$ cat src/sv/cnsdo_pkg.sv
// Shared types and constants for the CANopen NMT slave with expedited SDO server.
// Holds the controller state type, the command/status bundles and the protocol codes.
// Used by cnsdo_ctrl, cnsdo_dp and canopen_nmt_sdo_server; depends on nothing.
`timescale 1ns / 1ps

package cnsdo_pkg;

   // NMT node modes as reported on nmt_state.
   localparam logic [1:0] MODE_INIT  = 2'd0;
   localparam logic [1:0] MODE_PREOP = 2'd1;
   localparam logic [1:0] MODE_OP    = 2'd2;

   // NMT command specifiers.
   localparam logic [7:0] NMT_START      = 8'h01;
   localparam logic [7:0] NMT_STOP       = 8'h02;
   localparam logic [7:0] NMT_PREOP      = 8'h80;
   localparam logic [7:0] NMT_RESET_NODE = 8'h81;
   localparam logic [7:0] NMT_RESET_COMM = 8'h82;

   // SDO command specifiers and masks.
   localparam logic [7:0] SDO_CCS_MASK    = 8'hE0;
   localparam logic [7:0] SDO_CCS_DNLOAD  = 8'h20;
   localparam logic [7:0] SDO_CCS_UPLOAD  = 8'h40;
   localparam logic [7:0] SDO_SCS_DNLOAD  = 8'h60;
   localparam logic [7:0] SDO_SCS_UPLOAD  = 8'h43;
   localparam logic [7:0] SDO_SCS_ABORT   = 8'h80;
   localparam logic [31:0] SDO_ABORT_NOOBJ = 32'h0602_0000;

   // Identifiers.
   localparam logic [10:0] COB_NMT     = 11'h000;
   localparam logic [10:0] COB_SDO_RX  = 11'h600;
   localparam logic [10:0] COB_SDO_TX  = 11'h580;

   // Identity object entries loaded at initialization.
   localparam logic [15:0] ID_OBJECT   = 16'h1018;
   localparam logic [31:0] ID_PRODUCT  = 32'h1234_5678;
   localparam logic [31:0] ID_REVISION = 32'h0000_0100;
   localparam logic [2:0]  SIZE_BYTE   = 3'd1;
   localparam logic [2:0]  SIZE_WORD   = 3'd2;
   localparam logic [2:0]  SIZE_LONG   = 3'd4;
   localparam logic [1:0]  ID_LAST     = 2'd2;

   // One object dictionary entry.
   typedef struct packed {
      logic [2:0]  size;
      logic [31:0] value;
      logic [7:0]  sub;
      logic [15:0] obj;
   } entry_type;

   typedef enum logic [2:0] {
      ST_INIT,
      ST_IDLE,
      ST_DECODE,
      ST_SEARCH,
      ST_FINISH
   } state_type;

   // Commands from the controller to the datapath.
   typedef struct packed {
      logic cfg_load;
      logic init_write;
      logic frame_load;
      logic nmt_apply;
      logic scan_start;
      logic scan_step;
      logic dl_write_hit;
      logic dl_write_new;
      logic out_load;
   } ctl_type;

   // Status from the datapath to the controller.
   typedef struct packed {
      logic cfg_nonzero;
      logic init_last;
      logic is_nmt;
      logic is_dl;
      logic is_ul;
      logic table_full;
      logic scan_hit;
      logic scan_miss;
      logic out_full;
   } stat_type;

   // Keeps the low len bytes of a 32-bit value.
   function automatic logic [31:0] byte_mask(input logic [2:0] len);
      logic [31:0] m;
      case (len)
         3'd0:    m = 32'h0000_0000;
         3'd1:    m = 32'h0000_00FF;
         3'd2:    m = 32'h0000_FFFF;
         3'd3:    m = 32'h00FF_FFFF;
         default: m = 32'hFFFF_FFFF;
      endcase
      return m;
   endfunction

endpackage

$ cat src/sv/canopen_nmt_sdo_server.sv
// Path: NMT, foreign and unserved frames and a download into a full dictionary skip the
// dictionary scan; an SDO lookup reads entries up to the hit, or every entry in use on a
// miss, one entry per cycle.
// Throughput: one frame at a time; the next frame is taken once the result is registered,
// the controller is idle and no node ID write is pending; a result waits for a free result register.
// Reset (sync, active high): node ID 1, init mode, 3 identity entries written.
`timescale 1ns / 1ps

module canopen_nmt_sdo_server #(
   parameter int DICT_DEPTH = 16
) (
   input  logic        clock,
   input  logic        reset,
   // Received CAN frames.
   input  logic        req_tvalid,
   output logic        req_tready,
   input  logic [79:0] req_tdata,  // rx_cob_id[10:0], rx_payload[74:11], zero pad
   // One result per frame.
   output logic        rsp_tvalid,
   input  logic        rsp_tready,
   output logic [87:0] rsp_tdata,  // send_frame[0], tx_cob_id[11:1], tx_payload[75:12],
                                   // nmt_state[77:76], entries_used[82:78], zero pad
   // Node ID register write.
   input  logic        csr_valid,
   output logic        csr_ready,
   input  logic [6:0]  csr_wdata
);
   import cnsdo_pkg::*;

   ctl_type     ctl;
   stat_type    stat;
   logic        send_frame;
   logic [10:0] tx_cob_id;
   logic [63:0] tx_payload;
   logic [1:0]  nmt_state;
   logic [4:0]  entries_used;

   // The identity entries are rewritten after reset or after a nonzero node ID
   // write; frames wait until they are in place.
   // The controller owns all sequencing: the identity load, the decode step, the scan
   // over the dictionary and the hand-off into the result register.
   cnsdo_ctrl u_ctrl (
      .clock      (clock),
      .reset      (reset),
      .req_tvalid (req_tvalid),
      .req_tready (req_tready),
      .csr_valid  (csr_valid),
      .csr_ready  (csr_ready),
      .rsp_tready (rsp_tready),
      .stat       (stat),
      .ctl        (ctl)
   );

   // The datapath holds the frame, the node state, the dictionary memory and the
   // registered result beat. The result register lets the next frame enter while
   // the previous answer still waits for the consumer.
   cnsdo_dp #(
      .DICT_DEPTH (DICT_DEPTH)
   ) u_dp (
      .clock        (clock),
      .reset        (reset),
      .ctl          (ctl),
      .stat         (stat),
      .rx_cob_id    (req_tdata[10:0]),
      .rx_payload   (req_tdata[74:11]),
      .csr_wdata    (csr_wdata),
      .rsp_tready   (rsp_tready),
      .rsp_tvalid   (rsp_tvalid),
      .send_frame   (send_frame),
      .tx_cob_id    (tx_cob_id),
      .tx_payload   (tx_payload),
      .nmt_state    (nmt_state),
      .entries_used (entries_used)
   );

   // Fields are packed from the lowest bit up; the unused top bits are zero.
   assign rsp_tdata = {5'd0, entries_used, nmt_state, tx_payload, tx_cob_id, send_frame};

endmodule

$ cat src/sv/cnsdo_ctrl.sv
// Controller state machine of the CANopen NMT/SDO server.
// Sequences initialization, frame decode, dictionary scan and result hand-off.
// Depends on cnsdo_pkg.
`timescale 1ns / 1ps

module cnsdo_ctrl (
   input  logic                clock,
   input  logic                reset,
   input  logic                req_tvalid,
   output logic                req_tready,
   input  logic                csr_valid,
   output logic                csr_ready,
   input  logic                rsp_tready,
   input  cnsdo_pkg::stat_type stat,
   output cnsdo_pkg::ctl_type  ctl
);
   import cnsdo_pkg::*;

   state_type state_ff;
   state_type state_in;

   always_ff @(posedge clock) begin
      if (reset) begin
         state_ff <= ST_INIT;
      end else begin
         state_ff <= state_in;
      end
   end

   always_comb begin
      state_in   = state_ff;
      ctl        = '0;
      req_tready = 1'b0;
      csr_ready  = 1'b0;
      case (state_ff)
         ST_INIT: begin
            ctl.init_write = 1'b1;
            if (stat.init_last) begin
               state_in = ST_IDLE;
            end
         end
         ST_IDLE: begin
            csr_ready  = 1'b1;
            req_tready = ~csr_valid;
            if (csr_valid) begin
               // A node ID of zero is dropped without effect.
               if (stat.cfg_nonzero) begin
                  ctl.cfg_load = 1'b1;
                  state_in     = ST_INIT;
               end
            end else if (req_tvalid) begin
               ctl.frame_load = 1'b1;
               state_in       = ST_DECODE;
            end
         end
         ST_DECODE: begin
            if (stat.is_nmt) begin
               ctl.nmt_apply = 1'b1;
               state_in      = ST_FINISH;
            end else if (stat.is_dl && stat.table_full) begin
               state_in = ST_FINISH;
            end else if (stat.is_dl || stat.is_ul) begin
               ctl.scan_start = 1'b1;
               state_in       = ST_SEARCH;
            end else begin
               state_in = ST_FINISH;
            end
         end
         ST_SEARCH: begin
            ctl.scan_step = 1'b1;
            if (stat.scan_hit) begin
               ctl.dl_write_hit = stat.is_dl;
               state_in         = ST_FINISH;
            end else if (stat.scan_miss) begin
               ctl.dl_write_new = stat.is_dl;
               state_in         = ST_FINISH;
            end
         end
         ST_FINISH: begin
            if (!stat.out_full || rsp_tready) begin
               ctl.out_load = 1'b1;
               state_in     = ST_IDLE;
            end
         end
         default: begin
            state_in = ST_INIT;
         end
      endcase
   end

endmodule

$ cat src/sv/cnsdo_dp.sv
// Datapath of the CANopen NMT/SDO server: frame register, node state, dictionary
// memory with its scan pointer, answer formatting and the result register.
// Depends on cnsdo_pkg; driven by cnsdo_ctrl.
`timescale 1ns / 1ps

module cnsdo_dp #(
   parameter int DICT_DEPTH = 16
) (
   input  logic                clock,
   input  logic                reset,
   input  cnsdo_pkg::ctl_type  ctl,
   output cnsdo_pkg::stat_type stat,
   input  logic [10:0]         rx_cob_id,
   input  logic [63:0]         rx_payload,
   input  logic [6:0]          csr_wdata,
   input  logic                rsp_tready,
   output logic                rsp_tvalid,
   output logic                send_frame,
   output logic [10:0]         tx_cob_id,
   output logic [63:0]         tx_payload,
   output logic [1:0]          nmt_state,
   output logic [4:0]          entries_used
);
   import cnsdo_pkg::*;

   localparam int AW = $clog2(DICT_DEPTH);
   localparam int CW = $clog2(DICT_DEPTH + 1);

   entry_type mem [DICT_DEPTH];

   logic [6:0]    node_ff;
   logic [1:0]    mode_ff;
   logic [CW-1:0] count_ff;
   logic [1:0]    init_idx_ff;
   logic [10:0]   cob_ff;
   logic [63:0]   pl_ff;
   logic [CW-1:0] scan_idx_ff;
   logic          rd_vld_ff;
   logic [AW-1:0] rd_idx_ff;
   entry_type     rd_data_ff;
   logic          hit_ff;
   entry_type     hit_data_ff;
   logic          rsp_valid_ff;
   logic          send_ff;
   logic [10:0]   tx_cob_ff;
   logic [63:0]   tx_pl_ff;
   logic [1:0]    state_out_ff;
   logic [4:0]    used_ff;

   logic [7:0]    sdo_cmd;
   logic [15:0]   sdo_obj;
   logic [7:0]    sdo_sub;
   logic [7:0]    nmt_cmd;
   logic [7:0]    nmt_target;
   logic          is_sdo;
   logic          match;
   logic          issue;
   logic          mem_we;
   logic [AW-1:0] mem_waddr;
   entry_type     mem_wdata;
   entry_type     id_entry;
   logic [2:0]    dl_len;
   logic [2:0]    ul_len;
   logic [2:0]    ul_pad;
   logic          send_in;
   logic [63:0]   tx_pl_in;
   logic [CW+4:0] count_ext;

   assign sdo_cmd    = pl_ff[7:0];
   assign sdo_obj    = pl_ff[23:8];
   assign sdo_sub    = pl_ff[31:24];
   assign nmt_cmd    = pl_ff[7:0];
   assign nmt_target = pl_ff[15:8];
   assign is_sdo     = (cob_ff == (COB_SDO_RX + {4'd0, node_ff}));

   assign match = (rd_data_ff.obj == sdo_obj) && (rd_data_ff.sub == sdo_sub);
   assign issue = ctl.scan_step && (scan_idx_ff < count_ff);

   assign stat.cfg_nonzero = (csr_wdata != 7'd0);
   assign stat.init_last   = (init_idx_ff == ID_LAST);
   assign stat.is_nmt      = (cob_ff == COB_NMT);
   assign stat.is_dl       = is_sdo && ((sdo_cmd & SDO_CCS_MASK) == SDO_CCS_DNLOAD);
   assign stat.is_ul       = is_sdo && ((sdo_cmd & SDO_CCS_MASK) == SDO_CCS_UPLOAD);
   assign stat.table_full  = (count_ff >= CW'(DICT_DEPTH));
   assign stat.scan_hit    = rd_vld_ff && match;
   assign stat.scan_miss   = !rd_vld_ff && (scan_idx_ff >= count_ff);
   assign stat.out_full    = rsp_valid_ff;

   // Identity entries of object 0x1018, one per initialization cycle.
   always_comb begin
      id_entry.obj = ID_OBJECT;
      id_entry.sub = {6'd0, init_idx_ff} + 8'd1;
      case (init_idx_ff)
         2'd0: begin
            id_entry.value = {25'd0, node_ff};
            id_entry.size  = SIZE_BYTE;
         end
         2'd1: begin
            id_entry.value = ID_PRODUCT;
            id_entry.size  = SIZE_LONG;
         end
         default: begin
            id_entry.value = ID_REVISION;
            id_entry.size  = SIZE_WORD;
         end
      endcase
   end

   assign dl_len = 3'd4 - {1'b0, sdo_cmd[3:2]};

   always_comb begin
      mem_we    = ctl.init_write || ctl.dl_write_hit || ctl.dl_write_new;
      mem_waddr = rd_idx_ff;
      mem_wdata.obj   = sdo_obj;
      mem_wdata.sub   = sdo_sub;
      mem_wdata.value = pl_ff[63:32] & byte_mask(dl_len);
      mem_wdata.size  = dl_len;
      if (ctl.init_write) begin
         mem_waddr = AW'(init_idx_ff);
         mem_wdata = id_entry;
      end else if (ctl.dl_write_new) begin
         mem_waddr = count_ff[AW-1:0];
      end
   end

   always_ff @(posedge clock) begin
      if (mem_we) begin
         mem[mem_waddr] <= mem_wdata;
      end
      rd_data_ff <= mem[scan_idx_ff[AW-1:0]];
      rd_idx_ff  <= scan_idx_ff[AW-1:0];
   end

   // Node register, mode, entry count and scan control.
   always_ff @(posedge clock) begin
      if (reset) begin
         node_ff     <= 7'd1;
         mode_ff     <= MODE_INIT;
         count_ff    <= CW'(3);
         init_idx_ff <= 2'd0;
         scan_idx_ff <= '0;
         rd_vld_ff   <= 1'b0;
         hit_ff      <= 1'b0;
      end else begin
         if (ctl.cfg_load) begin
            node_ff     <= csr_wdata;
            mode_ff     <= MODE_INIT;
            count_ff    <= CW'(3);
            init_idx_ff <= 2'd0;
         end
         if (ctl.init_write) begin
            init_idx_ff <= init_idx_ff + 2'd1;
         end
         if (ctl.nmt_apply && (nmt_target == 8'd0 || nmt_target == {1'b0, node_ff})) begin
            case (nmt_cmd)
               NMT_START:      mode_ff <= MODE_OP;
               NMT_STOP:       mode_ff <= MODE_INIT;
               NMT_PREOP:      mode_ff <= MODE_PREOP;
               NMT_RESET_COMM: mode_ff <= MODE_PREOP;
               NMT_RESET_NODE: begin
                  mode_ff  <= MODE_INIT;
                  count_ff <= '0;
               end
               default: ;
            endcase
         end
         if (ctl.dl_write_new) begin
            count_ff <= count_ff + CW'(1);
         end
         if (ctl.scan_start) begin
            scan_idx_ff <= '0;
            rd_vld_ff   <= 1'b0;
            hit_ff      <= 1'b0;
         end else if (ctl.scan_step) begin
            rd_vld_ff <= issue;
            if (issue) begin
               scan_idx_ff <= scan_idx_ff + CW'(1);
            end
            if (stat.scan_hit) begin
               hit_ff <= 1'b1;
            end
         end
      end
   end

   always_ff @(posedge clock) begin
      if (ctl.frame_load) begin
         cob_ff <= rx_cob_id;
         pl_ff  <= rx_payload;
      end
      if (ctl.scan_step && stat.scan_hit) begin
         hit_data_ff <= rd_data_ff;
      end
   end

   // Answer formatting.
   assign ul_len = (hit_data_ff.size > 3'd4) ? 3'd4 : hit_data_ff.size;
   assign ul_pad = 3'd4 - ul_len;

   always_comb begin
      send_in  = 1'b0;
      tx_pl_in = '0;
      if (stat.is_dl) begin
         send_in  = 1'b1;
         tx_pl_in = {32'd0, sdo_sub, sdo_obj, SDO_SCS_DNLOAD};
      end else if (stat.is_ul) begin
         send_in = 1'b1;
         if (hit_ff) begin
            tx_pl_in = {hit_data_ff.value & byte_mask(ul_len), sdo_sub, sdo_obj,
                        SDO_SCS_UPLOAD | {3'd0, ul_pad, 2'd0}};
         end else begin
            tx_pl_in = {SDO_ABORT_NOOBJ, sdo_sub, sdo_obj, SDO_SCS_ABORT};
         end
      end
   end

   assign count_ext = {5'd0, count_ff};

   // Result register.
   always_ff @(posedge clock) begin
      if (reset) begin
         rsp_valid_ff <= 1'b0;
      end else if (ctl.out_load) begin
         rsp_valid_ff <= 1'b1;
      end else if (rsp_tready) begin
         rsp_valid_ff <= 1'b0;
      end
   end

   always_ff @(posedge clock) begin
      if (ctl.out_load) begin
         send_ff      <= send_in;
         tx_cob_ff    <= send_in ? (COB_SDO_TX + {4'd0, node_ff}) : 11'd0;
         tx_pl_ff     <= tx_pl_in;
         state_out_ff <= mode_ff;
         used_ff      <= count_ext[4:0];
      end
   end

   assign rsp_tvalid   = rsp_valid_ff;
   assign send_frame   = send_ff;
   assign tx_cob_id    = tx_cob_ff;
   assign tx_payload   = tx_pl_ff;
   assign nmt_state    = state_out_ff;
   assign entries_used = used_ff;

endmodule
$ cat config.mk
export PLATFORM = sky130hd
export DESIGN_NAME = canopen_nmt_sdo_server
export DESIGN_NICKNAME = d
export VERILOG_FILES = /design/src/sv/cnsdo_pkg.sv /design/src/sv/canopen_nmt_sdo_server.sv /design/src/sv/cnsdo_ctrl.sv /design/src/sv/cnsdo_dp.sv
export SDC_FILE = /design/constraint.sdc
export NUM_CORES = 1
export LEC_CHECK = 0
export ABC_AREA = 1
export ABC_CLOCK_PERIOD_IN_PS = 10700
export BUFFER_PORTS_ARGS = -buffer_cell sky130_fd_sc_hd__buf_2
export CORE_ASPECT_RATIO = 0.7
export CORE_MARGIN = 2
export CORE_UTILIZATION = 55
export DETAILED_ROUTE_END_ITERATION = 7
export GPL_ROUTABILITY_DRIVEN = 1
export PLACE_DENSITY = 0.74
export SYNTH_ARGS = -nofsm -noshare
export SYNTH_HDL_FRONTEND = slang
export SYNTH_SLANG_ARGS = --single-unit
$ cat constraint.sdc
create_clock -name clock -period 10.7 [get_ports clock]
set_clock_uncertainty 0.2 [all_clocks]
set_input_delay 2.675 -clock clock [delete_from_list [all_inputs] [get_ports clock]]
set_output_delay 2.675 -clock clock [all_outputs]
set_load 0.02 [all_outputs]
==> PnR_summary.wiki <==
{| class="wikitable"
! Metric !! Value
|-
| Final setup violating endpoints || 0
|-
| Fraction of post-synthesis cell area in the top cell type by area || 0.7202
|-
| Pin slew with the least headroom to its limit || between 1 and 1.5 ns
|-
| Top cells by area, synth || edfxtp_1 (72%), nor2_1 (5.3%), dfxtp_1 (3.8%)
|-
| Post-cts sizing count || 0
|-
| Antenna violations before repair || 4
|-
| Wire per inst || ~25 um
|-
| Flip-flop and latch count after synthesis || between 1000 and 1500
|-
| Die outline width || ~350 um
|-
| Boundary pin count || about 180
|-
| Fraction of the yosys area taken by sequential cells || 0.7583
|-
| Sequence of cells on the critical path || buf_2 -> inv_1 -> nand2_1 -> inv_1 -> buf_2
|-
| Vias per cell || 6.097
|-
| Nets@finish || 3676
|-
| Highest clock frequency the design can meet || around 160 MHz
|-
| Top FF cell, synth || edfxtp_1
|-
| Inst Count DP || approximately 4600
|-
| CTS tree || built
|-
| Lkg Pwr || ~18 nW
|-
| Worst slew margin relative to its limit || 0.05948
|-
| Design area || 53020 um2
|-
| Largest incremental delay on the critical path || around 0.17 ns
|-
| Antenna Nets Post-Route || 0
|-
| Number of rows in the core area || 89
|-
| Number of warnings issued by yosys || 0
|-
| Number of filler cells placed in the layout || ~6100
|-
| Area share of and/or/nand/nor cells after synthesis || 0.1022
|-
| Vias in the first global route || approximately 28000
|-
| Number of port buffers || ~170
|-
| Async SR Flop Fraction || 0
|-
| Synth-to-Final Area Change || 12.24%
|-
| Clock period minus worst slack || between 6 and 7 ns
|-
| Result of the run || finished, final reports clean
|-
| Die outline area || just under 90000 um2
|-
| Largest net degree at the start of global routing || 275
|-
| Total core area || around 85000 um2
|-
| Buffer depth of the longest clock path || 3
|-
| Most numerous cell in the Yosys netlist || edfxtp_1
|-
| Number of maximum-capacitance violations || 0
|-
| Main combinational cell family by area after synthesis || simple AND/OR/NAND/NOR gates
|-
| Placement-stage cell area || between 40000 and 50000 um2
|-
| CP Launch Type || input pin
|-
| Post-Synthesis Cell Area || 47240 um2
|-
| Synth area leader || edfxtp_1
|-
| Post-route DRC violation count || 0
|-
| First-pass GRT wire length || between 150000 and 200000 um
|-
| Tot GR Track Use || 0.2626
|-
| Worst endpoint required time || a little under 8 ns
|-
| Fraction of final layout cells sized beyond drive strength 1 || 0.1289
|-
| DRC marker count from the first detailed-route iteration || 4545
|-
| Number of flops mapped to enable cells by yosys || roughly 1100
|-
| Post-synthesis adder-cell area fraction || 0.004502
|-
| Worst skew pair latency || slightly below 0.7 ns
|-
| Post-layout utilization of the core || 0.6265
|-
| Xor and xnor fraction of the mapped netlist area || 0.003523
|-
| Count of pins over their slew limit || 0
|-
| Detailed Route WL || between 100000 and 150000 um
|-
| Die outline height || approximately 250 um
|-
| Clock tree root driver cell || clkbuf_16
|-
| Pwr per Cell Area || about 220 nW/um2
|-
| H-tree lvl count || 3
|-
| Area fraction in compound gates after synthesis || 0.08099
|-
| Share of cell area taken by muxes after synthesis || 0.02055
|-
| Total global routing overflow || 0
|-
| Top post-synthesis cells by count || edfxtp_1 (1133), nor2_1 (665), nand2_1 (293)
|-
| Worst EP arrival || ~3.2 ns
|-
| Reg2Reg Depth || 12
|-
| Final Hold Vio Count || 0
|-
| Class of the tightest hold or removal check || reg2reg
|-
| Number of distinct standard cells referenced by the synthesized netlist || 45
|-
| Post-Synthesis Mean Instance Area || approximately 14 um2
|-
| Number of iterations in the first detailed-routing pass || 5
|-
| Crit path capture type || primary output
|-
| Type of the worst setup path || in2out
|-
| Number of clock sinks || between 1000 and 1500
|-
| Worst hold stages || 0
|-
| Clock transition at the register clock pins on the worst setup and hold paths after CTS || around 0.070 ns
|-
| Count of vias placed by the detailed router || 29260
|-
| Final TNS setup || 0 ns
|-
| Post-cts hold buffer count || 0
|-
| Starting density of the core || 0.5582
|-
| RSZ-0062 raised after global routing || false
|-
| Dpl hpwl || between 60000 and 70000 um
|-
| Worst Path Max Fanout || 3
|-
| Buffers inserted by post-CTS timing repair || 0
|-
| Final worst path period share || 0.5717
|-
| Worst-path cell with the longest stage delay || buf_2
|-
| RePlAce Congestion || about 0.9
|-
| Final instance count without filler cells || 4799
|-
| Gate count of the mapped netlist || about 3400
|-
| Clock buffers created by TritonCTS || around 110
|-
| Worst vdd ir || around 160 uV
|}
[through the flow]
| step | hold WS [ns] | power (mW) | worst slack (ns) |
|---|---|---|---|
| 2_1_floorplan | 0.1683 | 6.982 | 2.912 |
| 3_3_place_gp | 0.1863 | 7.564 | 4.602 |
| 3_5_place_dp | 0.1887 | 7.611 | 4.595 |
| 4_1_cts | 0.2047 | 11.66 | 4.592 |
| 5_1_grt | 0.2128 | 11.99 | 4.544 |
| 6_report | 0.2039 | 11.66 | 4.583 |
[power breakdown]
| part | total [mW] | internal (mW) | switching (mW) | leakage [nW] |
|---|---|---|---|---|
| Combinational | 1.33 | 0.317 | 1.02 | 4.79 |
| Clock | 4.10 | 2.38 | 1.72 | 1.84 |
| Sequential | 6.23 | 6.05 | 0.179 | 11.1 |
| Total | 11.7 | 8.74 | 2.92 | 17.8 |
[final cells by class]
class                   instances  area (um2)  share of cell area
flip-flops and latches       1223       35840              0.6758
clock inverters                60       768.2             0.01449
multi-input cells            1879       10190              0.1922
diodes                          1       2.502          0.00004719
clock buffers                 143        2987             0.05633
repair buffers                234        1354             0.02553
inverters                     122       465.4            0.008778
well taps                    1137        1423             0.02683
[flip-flops by register name, summed over array words and instances (netlist names), 2 cells and up]
name,count
u_ctrl.state_ff,3
u_dp.nmt_state,2
u_dp.tx_cob_id,8
u_dp.node_ff,7
u_dp.init_idx_ff,2
u_dp.cob_ff,11
u_dp.mode_ff,2
u_dp.entries_used,5
u_dp.rd_data_ff,59
u_dp.pl_ff,64
u_dp.scan_idx_ff,5
u_dp.tx_payload,63
u_dp.count_ff,5
u_dp.rd_idx_ff,4
u_dp.hit_data_ff,35
u_dp.mem,944
[worst paths after layout]
kind	start	end	slack (ns)
worst max-delay path	csr_valid	req_tready	4.58
worst min-delay path	u_dp.rd_data_ff[36]	u_dp.hit_data_ff[36]	0.20
worst max register to register	u_dp.scan_idx_ff[1]	u_dp.mem[8][37]	5.72
worst min register to register	u_dp.rd_data_ff[36]	u_dp.hit_data_ff[36]	0.20
[layer usage]
| metal | share of wire | track usage |
|---|---|---|
| met1 | 0.41 | 0.3935 |
| met2 | 0.45 | 0.3949 |
| met3 | 0.12 | 0.05319 |
| met4 | 0.021 | 0.07010 |
| met5 | 0.00011 | 0 |
[logic make-up after synthesis]
kind of cell / after synthesis
mux: 97
xor+xnor: 19
fa+ha+maj: 17
flops: 1223
other cells: 1
compound gates: 572
buf+inv: 328
simple gates: 1168
[worst max-delay path: cells and delay by family]
family	cells	cell delay, ns
buffers and inverters	4	0.44
AND/OR/NAND/NOR	1	0.12
[cell usage in the layout (no fill, tap or decap), types with 5 or more instances in the layout]
cell type | synthesis | layout
xnor2_1 | 12 | 12
nor4_1 | 6 | 5
ha_1 | 17 | 17
buf_4 | 27 | 61
clkinv_1 | 3 | 12
clkbuf_1 | 131 | 22
xor2_1 | 7 | 7
nor3b_1 | 16 | 16
clkinv_2 | 0 | 21
mux2i_1 | 97 | 97
buf_2 | 29 | 171
conb_1 | 1 | 6
nand4_1 | 14 | 14
clkbuf_8 | 0 | 11
nand3_1 | 130 | 130
nor2_1 | 665 | 645
nor2_2 | 8 | 9
inv_1 | 108 | 106
o21ai_0 | 270 | 268
nor2_4 | 3 | 22
o221ai_1 | 97 | 97
o32ai_1 | 139 | 139
nor3_1 | 10 | 10
dfxtp_1 | 90 | 87
inv_2 | 11 | 14
edfxtp_1 | 1133 | 1133
clkinvlp_4 | 0 | 5
o211ai_1 | 27 | 27
clkbuf_16 | 0 | 110
nand3_2 | 8 | 8
bufinv_16 | 0 | 17
o21ai_1 | 4 | 6
a21oi_1 | 30 | 30
nand2_1 | 293 | 292
Power figures use the tool's default switching activity.
